===== config.mk =====
export PLATFORM = sky130hd
export DESIGN_NAME = mse_regfile
export DESIGN_NICKNAME = d
export VERILOG_FILES = /design/src/sv/mips_subset_execute_top_assert.svh /design/src/sv/mse_pkg.sv /design/src/sv/mse_regfile.sv
export SDC_FILE = /design/constraint.sdc
export NUM_CORES = 1
export LEC_CHECK = 0
export BUFFER_PORTS_ARGS = -buffer_cell sky130_fd_sc_hd__buf_2
export CELL_PAD_IN_SITES_DETAIL_PLACEMENT = 0
export CELL_PAD_IN_SITES_GLOBAL_PLACEMENT = 1
export CORE_MARGIN = 2
export CORE_UTILIZATION = 56
export DETAILED_ROUTE_END_ITERATION = 8
export HOLD_SLACK_MARGIN = 0.03
export PLACE_DENSITY_LB_ADDON = 0.08
export REMOVE_ABC_BUFFERS = 1
export SYNTH_ARGS = -nofsm -noshare
export SYNTH_HDL_FRONTEND = slang
export SYNTH_SLANG_ARGS = --single-unit

===== constraint.sdc =====
create_clock -name clk -period 2.07 [get_ports clk]
set_input_delay 0.207 -clock clk [delete_from_list [all_inputs] [get_ports clk]]
set_output_delay 0.207 -clock clk [all_outputs]
set_load 0.01 [all_outputs]

===== src/sv/mips_subset_execute_top_assert.svh =====
// ----------------------------------------------------------------------------
// mips_subset_execute_top_assert
// Assertion macros for the execute core.
// Each macro expands to one labeled concurrent assertion on clk, disabled in reset.
// ----------------------------------------------------------------------------
`ifndef MIPS_SUBSET_EXECUTE_TOP_ASSERT_SVH
`define MIPS_SUBSET_EXECUTE_TOP_ASSERT_SVH

// Same-cycle implication.
`define MSE_ASSERT_NOW(lbl, ante, cons, msg) \
    lbl: assert property (@(posedge clk) disable iff (!rst_n) (ante) |-> (cons)) \
        else $error(msg);

// Next-cycle implication.
`define MSE_ASSERT_NEXT(lbl, ante, cons, msg) \
    lbl: assert property (@(posedge clk) disable iff (!rst_n) (ante) |=> (cons)) \
        else $error(msg);

`endif


===== src/sv/mse_pkg.sv =====
// ----------------------------------------------------------------------------
// mse_pkg
// Shared types, opcodes and sizes of the MIPS subset execute core.
// ----------------------------------------------------------------------------
package mse_pkg;

    // Data memory size in words; must be a power of two.
    localparam int MEM_WORDS = 1024;
    localparam int MEM_AW    = $clog2(MEM_WORDS);
    localparam int REG_AW    = 5;
    localparam int NUM_REGS  = 32;

    localparam logic [5:0] OP_RTYPE = 6'd0;
    localparam logic [5:0] OP_J     = 6'd2;
    localparam logic [5:0] OP_BEQ   = 6'd4;
    localparam logic [5:0] OP_BNE   = 6'd5;
    localparam logic [5:0] OP_ADDI  = 6'd8;
    localparam logic [5:0] OP_SLTI  = 6'd10;
    localparam logic [5:0] OP_LW    = 6'd35;
    localparam logic [5:0] OP_SW    = 6'd43;
    localparam logic [5:0] FN_ADD   = 6'd32;
    localparam logic [5:0] FN_SLT   = 6'd42;

    localparam logic [2:0] CYC_J      = 3'd2;
    localparam logic [2:0] CYC_BRANCH = 3'd3;
    localparam logic [2:0] CYC_OTHER  = 3'd4;
    localparam logic [2:0] CYC_LW     = 3'd5;

    localparam logic [31:0] PC_STEP    = 32'd4;
    localparam logic [31:0] START_PC_RST = 32'd0;

    // Register file write port
    typedef struct packed {
        logic              en;
        logic [REG_AW-1:0] addr;
        logic [31:0]       data;
    } rf_wr_t;

    // Data memory request
    typedef struct packed {
        logic              wr;
        logic              rd;
        logic [MEM_AW-1:0] idx;
        logic [31:0]       wdata;
    } dm_req_t;

    // Execute result of one instruction
    typedef struct packed {
        logic [31:0]       pc_next;
        logic [2:0]        cycles;
        logic              unknown;
        logic              reg_write;
        logic [REG_AW-1:0] reg_index;
        logic [31:0]       reg_value;
        logic              is_lw;
        logic              mem_write;
        logic [31:0]       mem_address;
        logic [31:0]       mem_data;
    } exec_t;

endpackage


===== src/sv/mse_regfile.sv =====
// ----------------------------------------------------------------------------
// mse_regfile
// 32 x 32 register file in a synchronous RAM, two read ports, one write port.
// Valid bits give the reset-to-zero view; same-edge writes are forwarded.
// ----------------------------------------------------------------------------
module mse_regfile (
    input  logic                       clk,
    input  logic                       rst_n,
    input  logic                       rd_en,
    input  logic [mse_pkg::REG_AW-1:0] rd_addr_a,
    input  logic [mse_pkg::REG_AW-1:0] rd_addr_b,
    input  mse_pkg::rf_wr_t            wr,
    output logic [31:0]                rd_data_a,
    output logic [31:0]                rd_data_b
);
    import mse_pkg::*;

    logic [31:0]         mem [NUM_REGS];
    logic [NUM_REGS-1:0] vld_reg;
    logic                vq_a_reg, vq_b_reg;
    logic                byp_a_reg, byp_b_reg;
    logic [31:0]         raw_a_reg, raw_b_reg;
    logic [31:0]         byp_data_reg;

    always_ff @(posedge clk)
    begin
        if (wr.en)
        begin
            mem[wr.addr] <= wr.data;
        end
    end

    always_ff @(posedge clk)
    begin
        if (rd_en)
        begin
            raw_a_reg    <= mem[rd_addr_a];
            raw_b_reg    <= mem[rd_addr_b];
            byp_data_reg <= wr.data;
        end
    end

    always_ff @(posedge clk or negedge rst_n)
    begin
        if (!rst_n)
        begin
            vld_reg   <= '0;
            vq_a_reg  <= 1'b0;
            vq_b_reg  <= 1'b0;
            byp_a_reg <= 1'b0;
            byp_b_reg <= 1'b0;
        end
        else
        begin
            if (wr.en)
            begin
                vld_reg[wr.addr] <= 1'b1;
            end
            if (rd_en)
            begin
                vq_a_reg  <= vld_reg[rd_addr_a];
                vq_b_reg  <= vld_reg[rd_addr_b];
                byp_a_reg <= wr.en && (wr.addr == rd_addr_a);
                byp_b_reg <= wr.en && (wr.addr == rd_addr_b);
            end
        end
    end

    assign rd_data_a = byp_a_reg ? byp_data_reg : (vq_a_reg ? raw_a_reg : '0);
    assign rd_data_b = byp_b_reg ? byp_data_reg : (vq_b_reg ? raw_b_reg : '0);

endmodule


==> out/results.txt <==
DRC = 0
Sink Count = 1156
RR Endpoint = raw_b_reg[14]
Num CTS Buffers = 116
Fin cells = 4005
#FFs+latches synth = 1156
Relative slew slack = 41.9%
Row count = 111
Clock-pin slew on the worst setup and hold paths = 60 ps
Seq/Total Area, Yosys = 66.1%
Layout cells sized above 1 = 48.8%
Vias in the first global route = 29.3k
Initial Util = 56.7%
Worst Hold Class = in -> reg
Critical path arrival = 1990 ps
Ports = 115
Share of synthesized flip-flops with an asynchronous set or reset = 3.11%
Core ar. = 0.0921 sq mm
CP required = 1860 ps
Largest register FFs = 1024
Hpwl dp = 88300 microns
Final Wtd Congestion = 0.844
Failing checks = setup timing
Drt initial violations = 3875
Synth warn = 0
Die height = 309 microns
IO Port Bufs = 114
H-Tree Depth = 3
Final Setup Violations = 55
Setup slack after layout = -124 ps
Synth-to-Final Area Change = 18.9%
Final wirelength = 153000 microns
Top cell type's share of synthesized area = 64.4%
Pwr Density = 870 mW/mm^2
Total Routing Usage GR = 33.2%
RSZ-0062 raised after global routing = yes
CTS tree = done
Fill count = 5815
Initial DRT Pass Iterations = 5
Drt via density = 7.11
Ranking of synthesized cells by area = edfxtp_1, mux4_2, dfrtp_1
R2r startpoint = mem[27][14]
Syn avg cell area = 22.8 sq um
Post-synthesis instance area = 0.0522 sq mm
Reg2Reg Depth = 3
CTS root buf = clkbuf_16
Synth Flop Type = edfxtp_1
Final period util = 106%
Min Hold Slack = 213 ps
Floorplan die width = 309 microns
Area post-placement = 0.0574 sq mm
Dpl cells = 3735
Crit Path Class = reg -> out
CP max FO = 8
Max Slew Vio Count = 0
Startpoint types = flip-flop
Run status = finished with violations
WL per Instance = 38.3 microns
Most common library cell in the layout ignoring fill and taps = edfxtp_1
Cells after synthesis = 2289
Vias = 28.5k
Yosys cell types = 37
Max Root-Sink Buffers = 3
Hold EP = raw_a_reg[9]
Post-synth top area cell = edfxtp_1
Clock Latency Late Sink = 700 ps
Largest net degree at the start of global routing = 37
Finished Core Util = 67.4%
Cell area after layout = 0.0621 sq mm
Slew @ Worst Pin = 872 ps
Setup Skew = 18.5 ps
Top register by number of flip-flops = mem
EDFF count, synth = 1120
Leak = 20.3 nW
Min-Delay Path Depth = 3
Final ANT Viol Nets = 0
Hold_sp = rd_addr_a[4]
Antenna violations before repair = 8
Fin crit period = 2190 ps
Die Area = 0.0957 sq mm
Number of max-cap violations = 0
Power, Total = 0.0540 W
Critical path capture point type = primary output
Most frequent cells in the layout = edfxtp_1, mux4_2, buf_4
GRT overflow = 0
Hold Violations, Final = 0
First-pass GRT wire length = 218000 microns
R2R Setup Slk = 70 ps
Max Fclk = 456 MHz
Final Net Count = 2712
Max VDD drop = 0.703 mV
final cells by class:
cell class	count	area, sq um	area share, %
clock inverter	75	882	1.42
multi-input combinational	950	17100	27.6
antenna	2	5.00	0.00806
sequential	1156	34500	55.6
inverter	6	22.5	0.0363
tap	1243	1560	2.50
timing repair buffer	431	4840	7.80
clock buffer	142	3110	5.02
cell families after synthesis:
| group | after synthesis | share of synthesized area [%] |
|---|---|---|
| buf+inv | 183 | 1.59 |
| mux | 734 | 29.6 |
| xor+xnor | 7 | 0.117 |
| simple gates | 118 | 1.17 |
| flops | 1156 | 66.1 |
| compound gates | 91 | 1.41 |
routing by layer:
metal  global-route usage (%)  share of wire [%]  up-vias
li1                         -                  -    10967
met1                     47.5                 37    15442
met2                     52.2                 48     1771
met3                     6.53                 10      297
met4                     11.5                3.9        4
met5                        0              0.018        -
cell usage after synthesis (all sizes together) (3+ instances only):
cell	instances
a22oi	4
nand2	14
dfrtp	36
xnor2	6
and3	4
inv	6
edfxtp	1120
mux2	64
mux2i	30
o21ai	3
a22o	62
buf	82
nor2b	6
clkbuf	95
nand3b	5
or2	32
nand2b	4
nand3	9
nor2	37
mux4	640
a21oi	10
metrics by stage:
stage | setup TNS, ps | worst slack [ps]
after global routing | -5930 | -158
final | -2570 | -124
after global placement | -17560 | -330
after detailed placement | -18220 | -349
after CTS | -4540 | -138
after floorplan | -340490 | -468
worst max-delay path by stage:
stage,start,endpoint,slack (ps),depth (start not counted)
6_report,byp_a_reg,rd_data_a[4],-120,5
5_1_grt,byp_a_reg,rd_data_a[4],-160,5
2_1_floorplan,wr[34],mem[16][0],-470,2
3_5_place_dp,rd_addr_a[0],raw_a_reg[28],-350,6
4_1_cts,byp_a_reg,rd_data_a[4],-140,5
3_3_place_gp,rd_addr_a[0],raw_a_reg[18],-330,6
worst max-delay path: stages, from the launching register on:
cell and delay, ps:
dfrtp_2 440, nor2b_4 150, buf_12 170, buf_16 190, a22o_1 190, buf_2 140
timing repair:
action,CTS,global route
setup endpoints to repair,62,63
gates cloned,5,0
hold buffers,40,0
buffers inserted,12,0
pin swaps,11,14
endpoints found under the hold margin,1013,0
gates resized for setup,22,6
where the power goes:
group	total, W	switching (W)	internal (W)
combinational	0.00530	0.00261	0.00269
clock	0.0221	0.00900	0.0131
sequential	0.0266	0.000314	0.0263
total	0.0540	0.0119	0.0421
(Power assumes the default switching activity.)
