`config.mk`:
```
export PLATFORM = sky130hd
export DESIGN_NAME = mse_alu
export DESIGN_NICKNAME = d
export VERILOG_FILES = /design/src/sv/mips_subset_execute_top_assert.svh /design/src/sv/mse_pkg.sv /design/src/sv/mse_alu.sv
export SDC_FILE = /design/constraint.sdc
export NUM_CORES = 1
export LEC_CHECK = 0
export ABC_AREA = 1
export ABC_CLOCK_PERIOD_IN_PS = 3300
export BUFFER_PORTS_ARGS = -buffer_cell sky130_fd_sc_hd__clkbuf_2
export CAP_MARGIN = 20
export CORE_MARGIN = 2
export CORE_UTILIZATION = 36
export DETAILED_ROUTE_END_ITERATION = 16
export PLACE_DENSITY = 0.6
export SYNTH_ARGS = -nofsm -noshare
export SYNTH_HDL_FRONTEND = slang
export SYNTH_SLANG_ARGS = --single-unit
```
`constraint.sdc`:
```
create_clock -name vclk -period 3.3
set_input_delay 0.495 -clock vclk [all_inputs]
set_output_delay 0.495 -clock vclk [all_outputs]
set_load 0.1 [all_outputs]
```
`src/sv/mips_subset_execute_top_assert.svh`:
```
// ----------------------------------------------------------------------------
// mips_subset_execute_top_assert
// Assertion macros for the execute core.
// Each macro expands to one labeled concurrent assertion on clk, disabled in reset.
// ----------------------------------------------------------------------------
`ifndef MIPS_SUBSET_EXECUTE_TOP_ASSERT_SVH
`define MIPS_SUBSET_EXECUTE_TOP_ASSERT_SVH

// Same-cycle implication.
`define MSE_ASSERT_NOW(lbl, ante, cons, msg) \
    lbl: assert property (@(posedge clk) disable iff (!rst_n) (ante) |-> (cons)) \
        else $error(msg);

// Next-cycle implication.
`define MSE_ASSERT_NEXT(lbl, ante, cons, msg) \
    lbl: assert property (@(posedge clk) disable iff (!rst_n) (ante) |=> (cons)) \
        else $error(msg);

`endif

```
`src/sv/mse_pkg.sv`:
```
// ----------------------------------------------------------------------------
// mse_pkg
// Shared types, opcodes and sizes of the MIPS subset execute core.
// ----------------------------------------------------------------------------
package mse_pkg;

    // Data memory size in words; must be a power of two.
    localparam int MEM_WORDS = 1024;
    localparam int MEM_AW    = $clog2(MEM_WORDS);
    localparam int REG_AW    = 5;
    localparam int NUM_REGS  = 32;

    localparam logic [5:0] OP_RTYPE = 6'd0;
    localparam logic [5:0] OP_J     = 6'd2;
    localparam logic [5:0] OP_BEQ   = 6'd4;
    localparam logic [5:0] OP_BNE   = 6'd5;
    localparam logic [5:0] OP_ADDI  = 6'd8;
    localparam logic [5:0] OP_SLTI  = 6'd10;
    localparam logic [5:0] OP_LW    = 6'd35;
    localparam logic [5:0] OP_SW    = 6'd43;
    localparam logic [5:0] FN_ADD   = 6'd32;
    localparam logic [5:0] FN_SLT   = 6'd42;

    localparam logic [2:0] CYC_J      = 3'd2;
    localparam logic [2:0] CYC_BRANCH = 3'd3;
    localparam logic [2:0] CYC_OTHER  = 3'd4;
    localparam logic [2:0] CYC_LW     = 3'd5;

    localparam logic [31:0] PC_STEP    = 32'd4;
    localparam logic [31:0] START_PC_RST = 32'd0;

    // Register file write port
    typedef struct packed {
        logic              en;
        logic [REG_AW-1:0] addr;
        logic [31:0]       data;
    } rf_wr_t;

    // Data memory request
    typedef struct packed {
        logic              wr;
        logic              rd;
        logic [MEM_AW-1:0] idx;
        logic [31:0]       wdata;
    } dm_req_t;

    // Execute result of one instruction
    typedef struct packed {
        logic [31:0]       pc_next;
        logic [2:0]        cycles;
        logic              unknown;
        logic              reg_write;
        logic [REG_AW-1:0] reg_index;
        logic [31:0]       reg_value;
        logic              is_lw;
        logic              mem_write;
        logic [31:0]       mem_address;
        logic [31:0]       mem_data;
    } exec_t;

endpackage

```
`src/sv/mse_alu.sv`:
```
// ----------------------------------------------------------------------------
// mse_alu
// Decode and execute of one instruction: ALU, compare, branch and jump target.
// ----------------------------------------------------------------------------
module mse_alu (
    input  logic [31:0]    instr,
    input  logic [31:0]    pc,
    input  logic [31:0]    rs_val,
    input  logic [31:0]    rt_val,
    output mse_pkg::exec_t ex
);
    import mse_pkg::*;

    always_comb
    begin
        logic [5:0]  op;
        logic [5:0]  fn;
        logic [31:0] imm;
        logic [31:0] pc4;
        exec_t       r;

        op  = instr[31:26];
        fn  = instr[5:0];
        imm = {{16{instr[15]}}, instr[15:0]};
        pc4 = pc + PC_STEP;

        r             = '0;
        r.pc_next     = pc4;
        r.cycles      = CYC_OTHER;

        case (op)
            OP_RTYPE:
            begin
                r.reg_index = instr[15:11];
                case (fn)
                    FN_ADD:
                    begin
                        r.reg_write = 1'b1;
                        r.reg_value = rs_val + rt_val;
                    end
                    FN_SLT:
                    begin
                        r.reg_write = 1'b1;
                        r.reg_value = {31'd0, $signed(rs_val) < $signed(rt_val)};
                    end
                    default:
                    begin
                        r.unknown = 1'b1;
                    end
                endcase
            end
            OP_ADDI:
            begin
                r.reg_write = 1'b1;
                r.reg_index = instr[20:16];
                r.reg_value = rs_val + imm;
            end
            OP_SLTI:
            begin
                r.reg_write = 1'b1;
                r.reg_index = instr[20:16];
                r.reg_value = {31'd0, $signed(rs_val) < $signed(imm)};
            end
            OP_BEQ, OP_BNE:
            begin
                r.cycles = CYC_BRANCH;
                if ((rs_val == rt_val) == (op == OP_BEQ))
                begin
                    r.pc_next = pc4 + {imm[29:0], 2'b00};
                end
            end
            OP_J:
            begin
                r.cycles  = CYC_J;
                r.pc_next = {pc4[31:28], instr[25:0], 2'b00};
            end
            OP_LW:
            begin
                // value arrives from data memory in the memory stage
                r.cycles      = CYC_LW;
                r.is_lw       = 1'b1;
                r.reg_write   = 1'b1;
                r.reg_index   = instr[20:16];
                r.mem_address = rs_val + imm;
            end
            OP_SW:
            begin
                r.mem_write   = 1'b1;
                r.mem_address = rs_val + imm;
                r.mem_data    = rt_val;
            end
            default:
            begin
                r.unknown = 1'b1;
            end
        endcase

        // register zero is never written
        if (!(r.reg_write && (r.reg_index != '0)))
        begin
            r.reg_write = 1'b0;
            r.reg_index = '0;
            r.reg_value = '0;
        end
        if (r.unknown)
        begin
            r.reg_index = '0;
        end

        ex = r;
    end

endmodule

```
==> out/results.tsv, run 1 <==
metric	value	unit
die_h	174.4	µm
detail_route.wl_per_cell	19.81	µm
antenna_left	0	
final.fill_count	2315	
leakage	10.01	nW
drt_pass1_iterations	6	
area_growth	94.48	%
timing.fmax	0.2660	GHz
crit_path_max_fanout	4	
die-area	30410	µm²
detailedPlacementHpwl	49.72	mm
floorplan.io_pins	268	
worstMarginPinSlew	0.7201	ns
post-synth-top-area-cell	nand2_1	
cp-end-kind	output pin	
arrival_time_worst_endpoint	3.26	ns
synthesis.area_per_instance	5.121	µm²
failed_checks	negative setup slack	
hold_path.startpoint	rt_val[31]	
slew_headroom	51.99	%
synth_largest_type_area_fraction	19.32	%
cp-start-kind	input port	
worstSetupPathType	input port to output pin	
maxCapViolCount	0	
data_required_time_at_the_worst_endpoint	2.80	ns
core_region_area	28630	µm²
clock_buffers	0	
grt_usage	36.62	%
hp-class	input port to output pin	
non_filler_cells_final	3057	
grt_max_degree	34	
area_of_the_multi_input_gates	11830	µm²
die_width	174.4	µm
post_cts_hold_buffer_count	0	
netlist_area	10450	µm²
gr-total-overflow	0	
fin_ws	-0.4599	ns
place_congestion	1.017	
rsz_0062_raised_after_global_routing	yes	
proportion_of_layout_cells_with_a_drive_suffix_above_1	45.28	%
first_global_vias	15800	
post_synth_num_cell_types	43	
dp_cells	3024	
avgViaCountPerCell	5.342	
post-route-drc-count	0	
finish.instance_area	20330	µm²
min_period_over_period	113.9	%
crit_path_start	pc[2]	
peakVddDrop	0.1339	mV
timing.final.crit_period	3.760	ns
postSynthNetCount	2333	
final-seq-area	0	µm²
final_hold_violating_endpoints	0	
yosys_warnings	0	
power_density	162.2	nW/µm²
mostFrequentLayoutCell	nand2_1	
grt_antenna_before_repair	1	
placement.io_buffers	268	
synth.top_cells.by_area	nand2_1 (19%), ha_1 (19%), inv_1 (13%), nor2_1 (9.7%), nand3_1 (9.6%)	
finalMaxSlewViolations	0	
total_power	3.298	mW
initial_standard_cell_utilization_of_the_core	36.51	%
placedInstanceArea	17880	µm²
n_sequential_cell	0	
mostFrequentLayoutCells	nand2_1 (444), buf_4 (356), inv_1 (326), buf_12 (147), nand3_1 (138)	
final_nets	2966	
place_ws	-0.6832	ns
drt-initial-drc-count	1224	
via_count	16330	
wirelength	60.55	mm
setup_violations	25	
status	complete, but fails checks	
postSynthCellCount	2041	
grt_pass1_wl	87.16	mm
synth_seq_area_share	0	%
num_rows	62	
power by group:
group          switching (mW)  internal, mW  leakage, nW     total, mW
registers                   0             0            0             0
clock network               0  0.0000000406   0.00000634  0.0000000406
logic                    1.98          1.32         10.0          3.30
metal layers:
metal	share of wire, %	vias up	global-route usage, %
met2	49	709	67.74
met5	0	-	0
li1	-	7835	-
met4	9.2	0	24.75
met1	37	7523	39.65
met3	5.3	262	2.865
stage by stage:
step                util [%]  setup TNS (ns)  hold slack, ns
CTS                    66.49          -5.146           1.365
global placement       62.45          -10.99           1.358
global route           71.01          -10.52           1.398
floorplan                  -         -0.8757           1.095
finish                 71.01          -7.751           1.364
detailed placement     62.45          -11.63           1.364
critical path: stages:
cell	delay, ns
clkbuf_16	0.12
ha_4	0.13
nand2_2	0.05
inv_2	0.07
nand2_4	0.08
nor2_4	0.11
inv_2	0.07
nor3_4	0.19
buf_6	0.15
xor2_4	0.22
ha_4	0.24
a21o_1	0.21
a21oi_2	0.20
nor2_1	0.08
nor2_2	0.12
inv_1	0.07
a21oi_2	0.15
nand2_1	0.08
nand2_1	0.08
nand3_2	0.08
o21ai_4	0.08
buf_12	0.19
Yosys cell counts, types with 8 or more instances:
library cell  instances
inv_1               363
clkbuf_1             16
nand2_1             538
nor2_1              271
a21oi_1             170
xor2_1               33
xnor2_1               8
a21oi_2              10
nor3_1               38
o21bai_1             15
nand4_1              36
nand3_1             200
ha_1                161
o21ai_0              91
what timing repair did:
| action | in CTS | in global routing |
|---|---|---|
| cloned | 0 | 1 |
| setup endpoints to repair | 38 | 60 |
| setup buffers | 13 | 21 |
| pin swaps | 94 | 102 |
| resized for setup | 252 | 296 |
final timing paths:
kind / end / slack, ns / cells past startpoint
max: ex[137] / -0.46 / 22
min: ex[31] / 1.36 / 4
cell type report:
| type | count | share of cell area (%) |
|---|---|---|
| Tap cell | 384 | 2.364 |
| Inverter | 370 | 6.956 |
| Timing Repair Buffer | 656 | 32.45 |
| Multi-Input combinational cell | 1646 | 58.21 |
| Antenna cell | 1 | 0.01231 |
kinds of logic after synthesis:
family          Yosys count  synth area share [%]
buf+inv                 395                 14.46
compound gates          321                 16.87
xor+xnor                 41                 3.436
simple gates           1120                 45.38
fa+ha+maj               164                 19.85
Note: power is estimated with default switching activity, not from simulation.
==> inputs of run 2 (changes only) <==
--- a/config.mk
+++ b/config.mk
@@ -12,7 +12,8 @@
 export CORE_MARGIN = 2
 export CORE_UTILIZATION = 36
 export DETAILED_ROUTE_END_ITERATION = 16
-export PLACE_DENSITY = 0.6
+export GPL_ROUTABILITY_DRIVEN = 1
+export PLACE_DENSITY = 0.65
 export SYNTH_ARGS = -nofsm -noshare
 export SYNTH_HDL_FRONTEND = slang
 export SYNTH_SLANG_ARGS = --single-unit
==> run 2 against run 1 <==
Compared with the run above: utilization up 0.78 points; global-route usage up 0.61 points; via count up 2.1%; final cell count up 1.1%; critical path depth unchanged; total power up 3.1%; fmax down 1.0%; critical path type unchanged; first-iteration DRC count up 3.2%; the run still ends with negative setup slack left.
==> out/results.tsv, run 2 (synthesized netlist as in run 1, its figures left out) <==
metric	value	unit
status	complete, but fails checks	
failed_checks	negative setup slack	
post_cts_hold_buffer_count	0	
mostFrequentLayoutCells	nand2_1 (443), buf_4 (402), inv_1 (314), buf_12 (145), nand3_1 (144)	
proportion_of_layout_cells_with_a_drive_suffix_above_1	46.08	%
post-route-drc-count	0	
n_sequential_cell	0	
grt_usage	37.23	%
timing.hold.worst_endpoint	ex[31]	
cp-end-kind	output pin	
final-seq-area	0	µm²
final.hold.worst_slack	1.368	ns
first_global_vias	16120	
cp-start-kind	input port	
placement.io_buffers	268	
place_congestion	1.020	
gr-total-overflow	0	
crit_path_max_fanout	4	
fin_ws	-0.4994	ns
initial_standard_cell_utilization_of_the_core	36.51	%
die-area	30410	µm²
num_rows	62	
crit_path_cell_trace	clkbuf_16, ha_4, nand2_2, inv_2, nand2_4, nor2_4, inv_4, nor3_4, buf_6, xor2_4, ha_4, a21o_4, a21oi_4, nor2_1, nor2_1, inv_1, a21oi_2, nand2_1, nand2_1, nand3_2, o21ai_4, buf_12	
setup_total_negative_slack	-7.239	ns
final_hold_violating_endpoints	0	
core_region_area	28630	µm²
arrival_time_worst_endpoint	3.30	ns
max_stage_delay	0.25	ns
clock_buffers	0	
maxCapViolCount	0	
mostFrequentLayoutCell	nand2_1	
finalMaxSlewViolations	0	
grt_antenna_before_repair	2	
insertedDiodeCount	0	
grt_pass1_wl	89.11	mm
drt_pass1_iterations	8	
wirelength	62.42	mm
place_ws	-0.6085	ns
power_density	165.5	nW/µm²
die_h	174.4	µm
detail_route.wl_per_cell	20.20	µm
area_growth	96.62	%
detailedPlacementHpwl	50.25	mm
grt_max_degree	33	
cp_num_buf_inv	6	
avgViaCountPerCell	5.397	
final_nets	3000	
slew_headroom	57.51	%
floorplan.io_pins	268	
worstMarginPinSlew	0.6373	ns
leakage	10.07	nW
crit_path_top_delay_cell	xor2_4	
critical_path.top_delay_family	simple AND/OR/NAND/NOR gates	
data_required_time_at_the_worst_endpoint	2.80	ns
via_count	16680	
placedInstanceArea	18060	µm²
peakVddDrop	0.1423	mV
worstSetupPathType	input port to output pin	
antenna_left	0	
hold_path_depth	4	
hold_path.startpoint	rt_val[31]	
finish.instance_area	20550	µm²
rsz_0062_raised_after_global_routing	yes	
die_width	174.4	µm
setup_violations	26	
fin_util	71.79	%
min_period_over_period	115.1	%
timing.fmax	0.2632	GHz
timing.final.crit_period	3.799	ns
hp-class	input port to output pin	
drt-initial-drc-count	1263	
run 2: layer usage:
layer  part of all wire [%]  GRT usage (%)
met5                  0.018              0
met4                    7.8          20.17
met2                     46          63.86
met1                     38          44.89
met3                    8.0          5.074
run 2: how the worst max path moves through the flow:
stage | start | to | slack (ns) | cells after the start
after CTS | pc[2] | ex[139] | -0.32 | 22
after global routing | pc[2] | ex[137] | -0.62 | 22
after floorplan | pc[2] | ex[137] | -0.13 | 19
after detailed placement | pc[2] | ex[133] | -0.61 | 22
after global placement | pc[2] | ex[135] | -0.57 | 21
final | pc[2] | ex[137] | -0.50 | 22
run 2: repair_timing:
item	4_1_cts	5_1_grt
gates resized for setup	249	300
endpoints found under the setup margin	36	61
setup buffers	18	25
pin swaps	89	76
run 2: final cells by class:
cell class                      instances  area, µm²
Inverter                              370       1406
Tap cell                              384      480.5
Multi-Input combinational cell       1646      11880
Fill cell                            2355       8075
Timing Repair Buffer                  690       6788
run 2: through the flow:
stage | std cells | total power, mW
floorplan | 2041 | 1.496
global placement | 3050 | 2.770
detailed placement | 3050 | 2.788
CTS | 3067 | 3.017
global route | 3090 | 3.614
finish | 3090 | 3.400
run 2: power breakdown:
part           switching (mW)  internal [mW]
logic                    2.03           1.37
registers                   0              0
clock network               0              0
total                    2.03           1.37
